[src/design/hse_pkg.sv]
package hse_pkg;

  localparam int unsigned ByteBits  = 8;
  localparam int unsigned DataBits  = 26;
  localparam int unsigned CodeBits  = 31;
  localparam int unsigned ParBits   = 5;
  // pending store never holds more than DataBits-1 bits between items
  localparam int unsigned PendBits  = DataBits - 1;
  localparam int unsigned CountBits = 5;
  localparam int unsigned RestBits  = 3;
  localparam int unsigned WordBits  = 3;

  localparam logic [WordBits-1:0] LastWord = 3'd7;

  // one data word handed from the gearbox to the encoder
  typedef struct packed {
    logic                last;
    logic [DataBits-1:0] data;
  } hse_word_t;

endpackage

[src/design/hamming_31_26_byte_stream_encoder.sv]
// Hamming(31,26) encoder fed by a byte stream.
//
// Input channel s_axis_*: one message byte per item, bits consumed MSB first
// into a small pending store (gearbox). Each time 26 data bits have built up,
// one codeword leaves on m_axis_*; every 26 bytes give exactly eight words.
// Output channel m_axis_*: tdata[30:0] is the codeword (position 1 in bit 30,
// position 31 in bit 0), tdata[31] is zero; tlast marks the eighth word of a
// 26-byte section. Bits of a trailing partial word never come out.
//
// Throughput: one byte per cycle, sustained while m_axis_tready stays high;
// set by the gearbox update (shift, mask and count add) feeding a registered
// word stage. A codeword passes the gearbox word register, then the parity
// trees into the output register.
//
// Reset (rst, synchronous): pending store, bit count and section counter go
// to zero and both stages empty. Stall: while m_axis_tready is low the output
// register holds; the word stage still fills, and s_axis_tready drops only
// once both stages hold an item. Bytes that make no word keep flowing when
// the word stage can advance.
module hamming_31_26_byte_stream_encoder (
  input  logic        clk,
  input  logic        rst,
  input  logic        s_axis_tvalid,
  output logic        s_axis_tready,
  input  logic [7:0]  s_axis_tdata,   // [7:0] data_byte
  output logic        m_axis_tvalid,
  input  logic        m_axis_tready,
  output logic [31:0] m_axis_tdata,   // [30:0] codeword, [31] zero fill
  output logic        m_axis_tlast    // section_end
);
  import hse_pkg::*;

  hse_word_t   word;
  logic        word_valid;
  logic        word_ready;
  logic [30:0] codeword;

  hse_gearbox u_gearbox (
    .clk        (clk),
    .rst        (rst),
    .in_valid   (s_axis_tvalid),
    .in_ready   (s_axis_tready),
    .in_byte    (s_axis_tdata),
    .word_valid (word_valid),
    .word_ready (word_ready),
    .word       (word)
  );

  hse_encoder u_encoder (
    .clk         (clk),
    .rst         (rst),
    .word_valid  (word_valid),
    .word_ready  (word_ready),
    .word        (word),
    .out_valid   (m_axis_tvalid),
    .out_ready   (m_axis_tready),
    .codeword    (codeword),
    .section_end (m_axis_tlast)
  );

  assign m_axis_tdata = {1'b0, codeword};

endmodule

[src/design/hse_gearbox.sv]
module hse_gearbox (
  input  logic               clk,
  input  logic               rst,
  input  logic               in_valid,
  output logic               in_ready,
  input  logic [7:0]         in_byte,
  output logic               word_valid,
  input  logic               word_ready,
  output hse_pkg::hse_word_t word
);
  import hse_pkg::*;

  logic [PendBits-1:0]        pending, pending_next;
  logic [CountBits-1:0]       count, count_next;
  logic [WordBits-1:0]        wcnt;
  logic [CountBits:0]         sum;
  logic [CountBits:0]         rest_wide;
  logic [RestBits-1:0]        rest;
  logic [PendBits+ByteBits-1:0] cat, shifted, keep_mask;
  logic                       emit;
  logic                       accept;

  assign accept   = in_valid && in_ready;
  assign in_ready = !word_valid || word_ready;

  always_comb begin
    sum       = {1'b0, count} + 6'd8;
    emit      = (sum >= 6'd26);
    rest_wide = sum - 6'd26;
    rest      = rest_wide[RestBits-1:0];
    cat       = {pending, in_byte};
    // oldest bits sit high; drop the leftover low bits to get the word
    shifted   = cat >> rest;
    keep_mask = ({{(PendBits+ByteBits-1){1'b0}}, 1'b1} << rest) - 1'b1;
    if (emit) begin
      pending_next = cat[PendBits-1:0] & keep_mask[PendBits-1:0];
      count_next   = {{(CountBits-RestBits){1'b0}}, rest};
    end else begin
      pending_next = cat[PendBits-1:0];
      count_next   = sum[CountBits-1:0];
    end
  end

  always_ff @(posedge clk) begin
    if (rst) begin
      pending    <= '0;
      count      <= '0;
      wcnt       <= '0;
      word_valid <= 1'b0;
    end else begin
      if (accept) begin
        pending <= pending_next;
        count   <= count_next;
        if (emit) begin
          wcnt <= wcnt + 3'd1;
        end
      end
      if (in_ready) begin
        word_valid <= accept && emit;
      end
    end
  end

  always_ff @(posedge clk) begin
    if (accept && emit) begin
      word.data <= shifted[DataBits-1:0];
      word.last <= (wcnt == LastWord);
    end
  end

`ifndef SYNTHESIS
  a_count_range: assert property (@(posedge clk) disable iff (rst)
    count <= 5'd25) else $error("pending count out of range");

  a_clean_store: assert property (@(posedge clk) disable iff (rst)
    (pending >> count) == '0) else $error("stale bits above pending count");

  a_fill: assert property (@(posedge clk) disable iff (rst)
    (accept && count < 5'd18) |=> (count == $past(count) + 5'd8))
    else $error("pending count did not grow by one byte");

  a_section_wrap: assert property (@(posedge clk) disable iff (rst)
    (accept && emit && wcnt == LastWord) |=> (wcnt == '0 && word_valid && word.last))
    else $error("section end not flagged on eighth word");
`endif

endmodule

[src/design/hse_encoder.sv]
module hse_encoder (
  input  logic               clk,
  input  logic               rst,
  input  logic               word_valid,
  output logic               word_ready,
  input  hse_pkg::hse_word_t word,
  output logic               out_valid,
  input  logic               out_ready,
  output logic [30:0]        codeword,
  output logic               section_end
);
  import hse_pkg::*;

  logic [CodeBits-1:0] cw_data, cw_full;
  logic [ParBits-1:0]  par;
  int                  nxt;

  assign word_ready = !out_valid || out_ready;

  // place data bits, first bit at position 3, skipping powers of two
  always_comb begin
    nxt     = DataBits;
    cw_data = '0;
    for (int pos = 1; pos <= CodeBits; pos++) begin
      if ((pos & (pos - 1)) != 0) begin
        nxt = nxt - 1;
        cw_data[CodeBits-pos] = word.data[nxt];
      end
    end
  end

  // even parity over positions whose index has bit k set
  always_comb begin
    par     = '0;
    cw_full = cw_data;
    for (int k = 0; k < ParBits; k++) begin
      for (int pos = 1; pos <= CodeBits; pos++) begin
        if (((pos >> k) & 1) != 0) begin
          par[k] = par[k] ^ cw_data[CodeBits-pos];
        end
      end
      cw_full[CodeBits-(1<<k)] = par[k];
    end
  end

  always_ff @(posedge clk) begin
    if (rst) begin
      out_valid <= 1'b0;
    end else if (word_ready) begin
      out_valid <= word_valid;
    end
  end

  always_ff @(posedge clk) begin
    if (word_valid && word_ready) begin
      codeword    <= cw_full;
      section_end <= word.last;
    end
  end

endmodule

[config.mk]
export PLATFORM = sky130hd
export DESIGN_NAME = hamming_31_26_byte_stream_encoder
export DESIGN_NICKNAME = d
export VERILOG_FILES = /design/src/design/hse_pkg.sv /design/src/design/hamming_31_26_byte_stream_encoder.sv /design/src/design/hse_gearbox.sv /design/src/design/hse_encoder.sv
export SDC_FILE = /design/constraint.sdc
export NUM_CORES = 1
export LEC_CHECK = 0
export ABC_AREA = 1
export BUFFER_PORTS_ARGS = -buffer_cell sky130_fd_sc_hd__buf_2
export CORE_UTILIZATION = 61
export CTS_BUF_LIST = sky130_fd_sc_hd__clkbuf_4
export CTS_CLUSTER_DIAMETER = 200
export DETAILED_ROUTE_END_ITERATION = 10
export GPL_ROUTABILITY_DRIVEN = 1
export HOLD_SLACK_MARGIN = 0.1
export PLACE_DENSITY_LB_ADDON = 0.08
export SLEW_MARGIN = 10
export SYNTH_ARGS = -nofsm -noshare
export SYNTH_HDL_FRONTEND = slang
export SYNTH_SLANG_ARGS = --single-unit
[constraint.sdc]
create_clock -name clk -period 3.3 [get_ports clk]
set_clock_uncertainty 0.05 [all_clocks]
set_input_delay 0.66 -clock clk [delete_from_list [all_inputs] [get_ports clk]]
set_output_delay 0.66 -clock clk [all_outputs]
set_load 0.02 [all_outputs]
* After elaboration in Yosys (flattened, before gate mapping) *
Cells that the tools add are included.

operators by class
  add/subtract/negate cells = 4
  magnitude comparators = 1
  equal/unequal tests = 1
  shift operators = 2
  multiplexer cells = 2
  bitwise gates (word level) = 71
  reductions and logical operators = 8

operator list
  operator                                                            number
  bitwise XOR 1 bit                                                   70
  right shift 33 x 3 -> 26 bit                                        1
  AND 25 bit                                                          1
  2-to-1 mux 25 bit                                                   1
  left shift 1 x 3 -> 25 bit (first input constant)                   1
  subtractor 25 x 1 -> 25 bit (second input constant)                 1
  adder 5 x 4 -> 6 bit (second input constant)                        1
  greater-or-equal comparator 6 x 5 -> 1 bit (second input constant)  1
  2-to-1 mux 5 bit                                                    1
  adder 3 x 1 -> 3 bit (second input constant)                        1
  equality test 3 bit (second input constant)                         1
  logical AND 1 bit                                                   3
  subtractor 3 x 2 -> 3 bit (second input constant)                   1
  logical NOT 1 bit                                                   2
  logical OR 1 bit                                                    2
  AND reduction 2 bit                                                 1

word-level totals
  register bits = 94
  input port bits = 12
  output and inout bits = 35
  logic and storage cells = 98

* Depth between registers and ports, before layout *
  word-level depth = 14
  gate-level depth with buffers = 13
  depth with buffers taken out = 12

* By module *
A second synthesis with hierarchy kept.

unflattened totals
  cells, all modules = 640
  area, all modules = 5,101.1 um2

modules (own cells, without submodules)
  module                             times used  cells each  area an instance (um2)  sequential area each (um2)
  hse_gearbox                        1           399         3,125.5                 1,451.4
  hse_encoder                        1           239         1,964.4                 980.9
  hamming_31_26_byte_stream_encoder  1           2           11.3                    0.0

* Least setup slack after synthesis *
OpenSTA, ideal clock, no wires.

  path kind = input to register
  from = input port m_axis_tready
  to = register u_encoder.codeword[0] (enable)
  setup time = 0.432 ns
  data arrival time = 2.302 ns
  data required time = 2.818 ns
  slack = 0.516 ns
  stages = 2
  buffers on the path = 0
  cells stage by stage = inv_1 -> a21oi_1

between the ends
  longest elaborated chain between the ends = 2

ends and longest elaborated chain
  what                  line                                     RTL
  start, declared       hamming_31_26_byte_stream_encoder.sv:27  input logic m_axis_tready,
  logical OR 1 bit      hse_encoder.sv:18                        assign word_ready = !out_valid || out_ready;
  logical AND 1 bit     hse_encoder.sv:55                        if (word_valid && word_ready) begin
  end signal, assigned  hse_encoder.sv:56                        codeword <= cw_full;
  end, declared         hse_encoder.sv:9                         output logic [30:0] codeword,

Every way passes these cells.
A chain may end at the register's enable or synchronous reset.

* Worst setup path after layout *
  from = register u_gearbox.count[3]
  to = register, netlist name u_gearbox.word[17]

between the ends
  longest elaborated chain between the ends = 3

ends and longest elaborated chain
  what                                        line               RTL
  start, declared                             hse_gearbox.sv:14  logic [CountBits-1:0] count, count_next;
  start signal, assigned                      hse_gearbox.sv:53  count <= count_next;
  adder 5 x 4 -> 6 bit                        hse_gearbox.sv:27  sum = {1'b0, count} + 6'd8;
  greater-or-equal comparator 6 x 5 -> 1 bit  hse_gearbox.sv:28  emit = (sum >= 6'd26);
  logical AND 1 bit                           hse_gearbox.sv:65  if (accept && emit) begin

Every way passes these cells.

==> reports/qor.yml <==
yosys:
  syn-num-nets: 569
  ys_ff_latch: 92
  yosysWarnings: 0
  yosysSeqAreaShare: 0.5057
  syn_avg_cell_area_um2: 8.761
  synthCells: 549
  synth_cell_type_count: 34
  syn_area_mm2: 0.004810
route:
  via_per_inst: 5.121
  antenna_left: 0
  vias: 3549
  drt-initial-drc-count: 148
  drc_errors: 0
  firstDrtPassIters: 4
  wl_um: 9541
  routedWlPerCell_um: 13.77
die:
  die_y_um: 90.80
  fp.coreArea_mm2: 0.007687
  die_area_mm2: 0.008244
  start_util: 0.6257
  fp-row-count: 32
  fp.dieW_um: 90.80
  io_pins: 47
clock_network:
  cts_sinks: 92
  post_cts_buffers: 0
  holdBufCountCts: 0
  root_buffer: "clkbuf_4"
  cts_tree: "built"
  h-tree-depth: 3
  numCtsBuffers: 9
  cts_buffer_depth: 2
  clk_latency_ns: 0.44
  cts_resized: 0
  clk_pin_slew_ns: 0.15
final_layout:
  register_area_mm2: 0.002432
  layoutNonFillerInstCount: 693
  final_cell_mix: "164 x nand2_1, 65 x inv_1, 59 x edfxtp_1"
  nets: 607
  layout_commonest_cell: "nand2_1"
  n_antenna_cell: 0
  multiInputGateArea_mm2: 0.001987
  drive_gt1_frac: 0.1591
  nFillCells: 658
  syn2layout_area_growth_pct: 7.778
timing:
  fmax_ghz: 0.4876
  finalCritPeriodShare: 0.6215
  timing.final.hold_violations: 0
  layout_min_cycle_time_ns: 2.051
  fin_ws_ns: 1.249
  grt_setup_unrepaired: "false"
  fin_tns_setup_ns: 0
  maxSlewHeadroom: 0.6174
  final-setup-viol-count: 0
  drv_slew: 0
  tightest_slew_ns: 0.5730
setup_path:
  critical_path.max_stage_delay_ns: 0.45
  startpoint: "u_gearbox.count[3]"
  path_cells: "inv_1 > ha_1 > inv_1 > o211ai_2 > nand2_4 > nand2_4 > inv_2"
  crit_end: "u_gearbox.word[17]"
  regToRegEndpoint: "u_gearbox.word[17]"
  worstSetupEndpointType: "flop"
  cp.depth: 7
  cp_slowest_cell: "inv_2"
  worst_r2r_path_depth: 7
  crit_type: "reg -> reg"
  regToRegSetupSlack_ns: 1.25
  timing.rr.start: "u_gearbox.count[3]"
  crit_fanout: 31
  crit_family: "buffers and inverters"
  path_buf_inv: 3
  timing.critical_path.required_ns: 3.34
  cp.arrival_ns: 2.09
  worstSetupStartpointType: "flop"
placed_design:
  placed_cells: 678
  hpwlAfterDp_um: 7148
  pre_cts_ws_ns: 1.134
  gp_congestion: 0.8487
  port_buffers: 45
global_routing:
  first_global_vias: 3362
  antenna_found_initial: 0
  grt_first_pass_wirelength_um: 15750
  grt_usage: 0.2481
  grt_max_degree: 34
  grt-ovfl-total: 0
pwr:
  leakagePower_nw: 2.263
  power_per_cell_area_mw_per_mm2: 399.7
  power_w: 0.002072
  ir_drop_mv: 0.2280
status:
  status: "finished clean"
run:
  cap_violations: 0
worst_hold_path:
  hold_path.class: "reg -> reg"
per-stage QoR:
| stage | hold WS, ns | util | area, um^2 |
|---|---|---|---|
| global placement | 0.3974 | 0.6593 | 5069 |
| floorplan | 0.3503 | - | 4810 |
| CTS | 0.4163 | 0.6743 | 5184 |
| detailed placement | 0.3680 | 0.6593 | 5069 |
| global route | 0.4156 | 0.6743 | 5184 |
| finish | 0.4295 | 0.6743 | 5184 |
kinds of logic after synthesis:
| logic type | Yosys count | synth area share |
|---|---|---|
| other cells | 1 | 0.0007797 |
| fa+ha+maj | 8 | 0.02081 |
| compound gates | 93 | 0.1106 |
| simple gates | 215 | 0.1883 |
| xor+xnor | 37 | 0.06738 |
| buf+inv | 92 | 0.08350 |
| mux | 11 | 0.02289 |
| flops | 92 | 0.5057 |
cell usage after synthesis:
master / number / area (um^2)
buf_2: 9 / 45.04
o211ai_2: 1 / 12.51
nand3b_1: 2 / 15.01
xnor2_1: 20 / 175.2
a22oi_1: 4 / 30.03
ha_1: 8 / 100.1
clkinv_1: 1 / 3.750
buf_12: 1 / 20.02
nand3_1: 19 / 95.09
clkbuf_2: 2 / 10.01
nand2b_1: 1 / 6.260
edfxtp_1: 59 / 1772
buf_4: 3 / 22.52
a21oi_1: 24 / 120.1
inv_2: 3 / 11.26
buf_6: 2 / 22.52
xor2_1: 17 / 148.9
nand2_4: 2 / 22.52
o21ai_1: 1 / 5.000
or2_2: 1 / 6.260
a21oi_2: 9 / 78.83
conb_1: 1 / 3.750
nand2_1: 164 / 615.6
a211oi_1: 5 / 37.54
nor2_8: 1 / 20.02
nand2_2: 10 / 62.56
dfxtp_1: 33 / 660.6
o22ai_1: 2 / 12.51
nand3_2: 1 / 10.01
inv_1: 65 / 244.0
clkbuf_1: 6 / 22.52
mux2i_1: 11 / 110.1
o21ai_0: 47 / 235.2
nor2_1: 14 / 52.55
power breakdown:
group          leakage (nW)  total, W  internal [W]  switching (W)
combinational          1.40  0.000223     0.0000777       0.000145
sequential            0.804   0.00128       0.00126      0.0000273
clock                0.0598  0.000567      0.000160       0.000407
total                  2.26   0.00207       0.00149       0.000579
cell type report:
| cell class | count | share of cell area |
|---|---|---|
| clock buffer | 9 | 0.01303 |
| clock inverter | 6 | 0.009172 |
| inverter | 69 | 0.04996 |
| multi-input combinational | 365 | 0.3833 |
| sequential | 92 | 0.4692 |
| tap | 102 | 0.02462 |
| timing repair buffer | 50 | 0.05069 |
state kept, by name (all words and copies together), names as in the netlist:
name and flops:
u_gearbox.wcnt 3, u_gearbox.count 4, u_encoder.section_end 1, u_encoder.codeword 31, u_gearbox.pending 24, u_encoder.out_valid 1
u_gearbox.word_valid 1, u_gearbox.word 27
worst min path at each step:
stage                                  start               endpoint  slack [ns]  cells past startpoint
after floorplan           u_gearbox.word[26]  u_encoder.section_end        0.35                      0
after global placement    u_gearbox.word[26]  u_encoder.section_end        0.40                      0
after detailed placement  u_gearbox.word[26]  u_encoder.section_end        0.37                      0
after CTS                    s_axis_tdata[6]   u_gearbox.pending[6]        0.42                      3
after global routing         s_axis_tdata[7]   u_gearbox.pending[7]        0.42                      3
final                     u_gearbox.word[26]  u_encoder.section_end        0.43                      0
per-layer routing:
layer / part of all wire / track usage / wire [um] / up-vias
met4: 0.020 / 0.08862 / 190 / 0
met3: 0.038 / 0.05303 / 367 / 18
li1: - / - / - / 1849
met1: 0.44 / 0.3017 / 4170 / 1601
met2: 0.50 / 0.4337 / 4812 / 81
met5: 0 / 0 / 0 / -
Note: power is estimated with default switching activity, not from simulation.
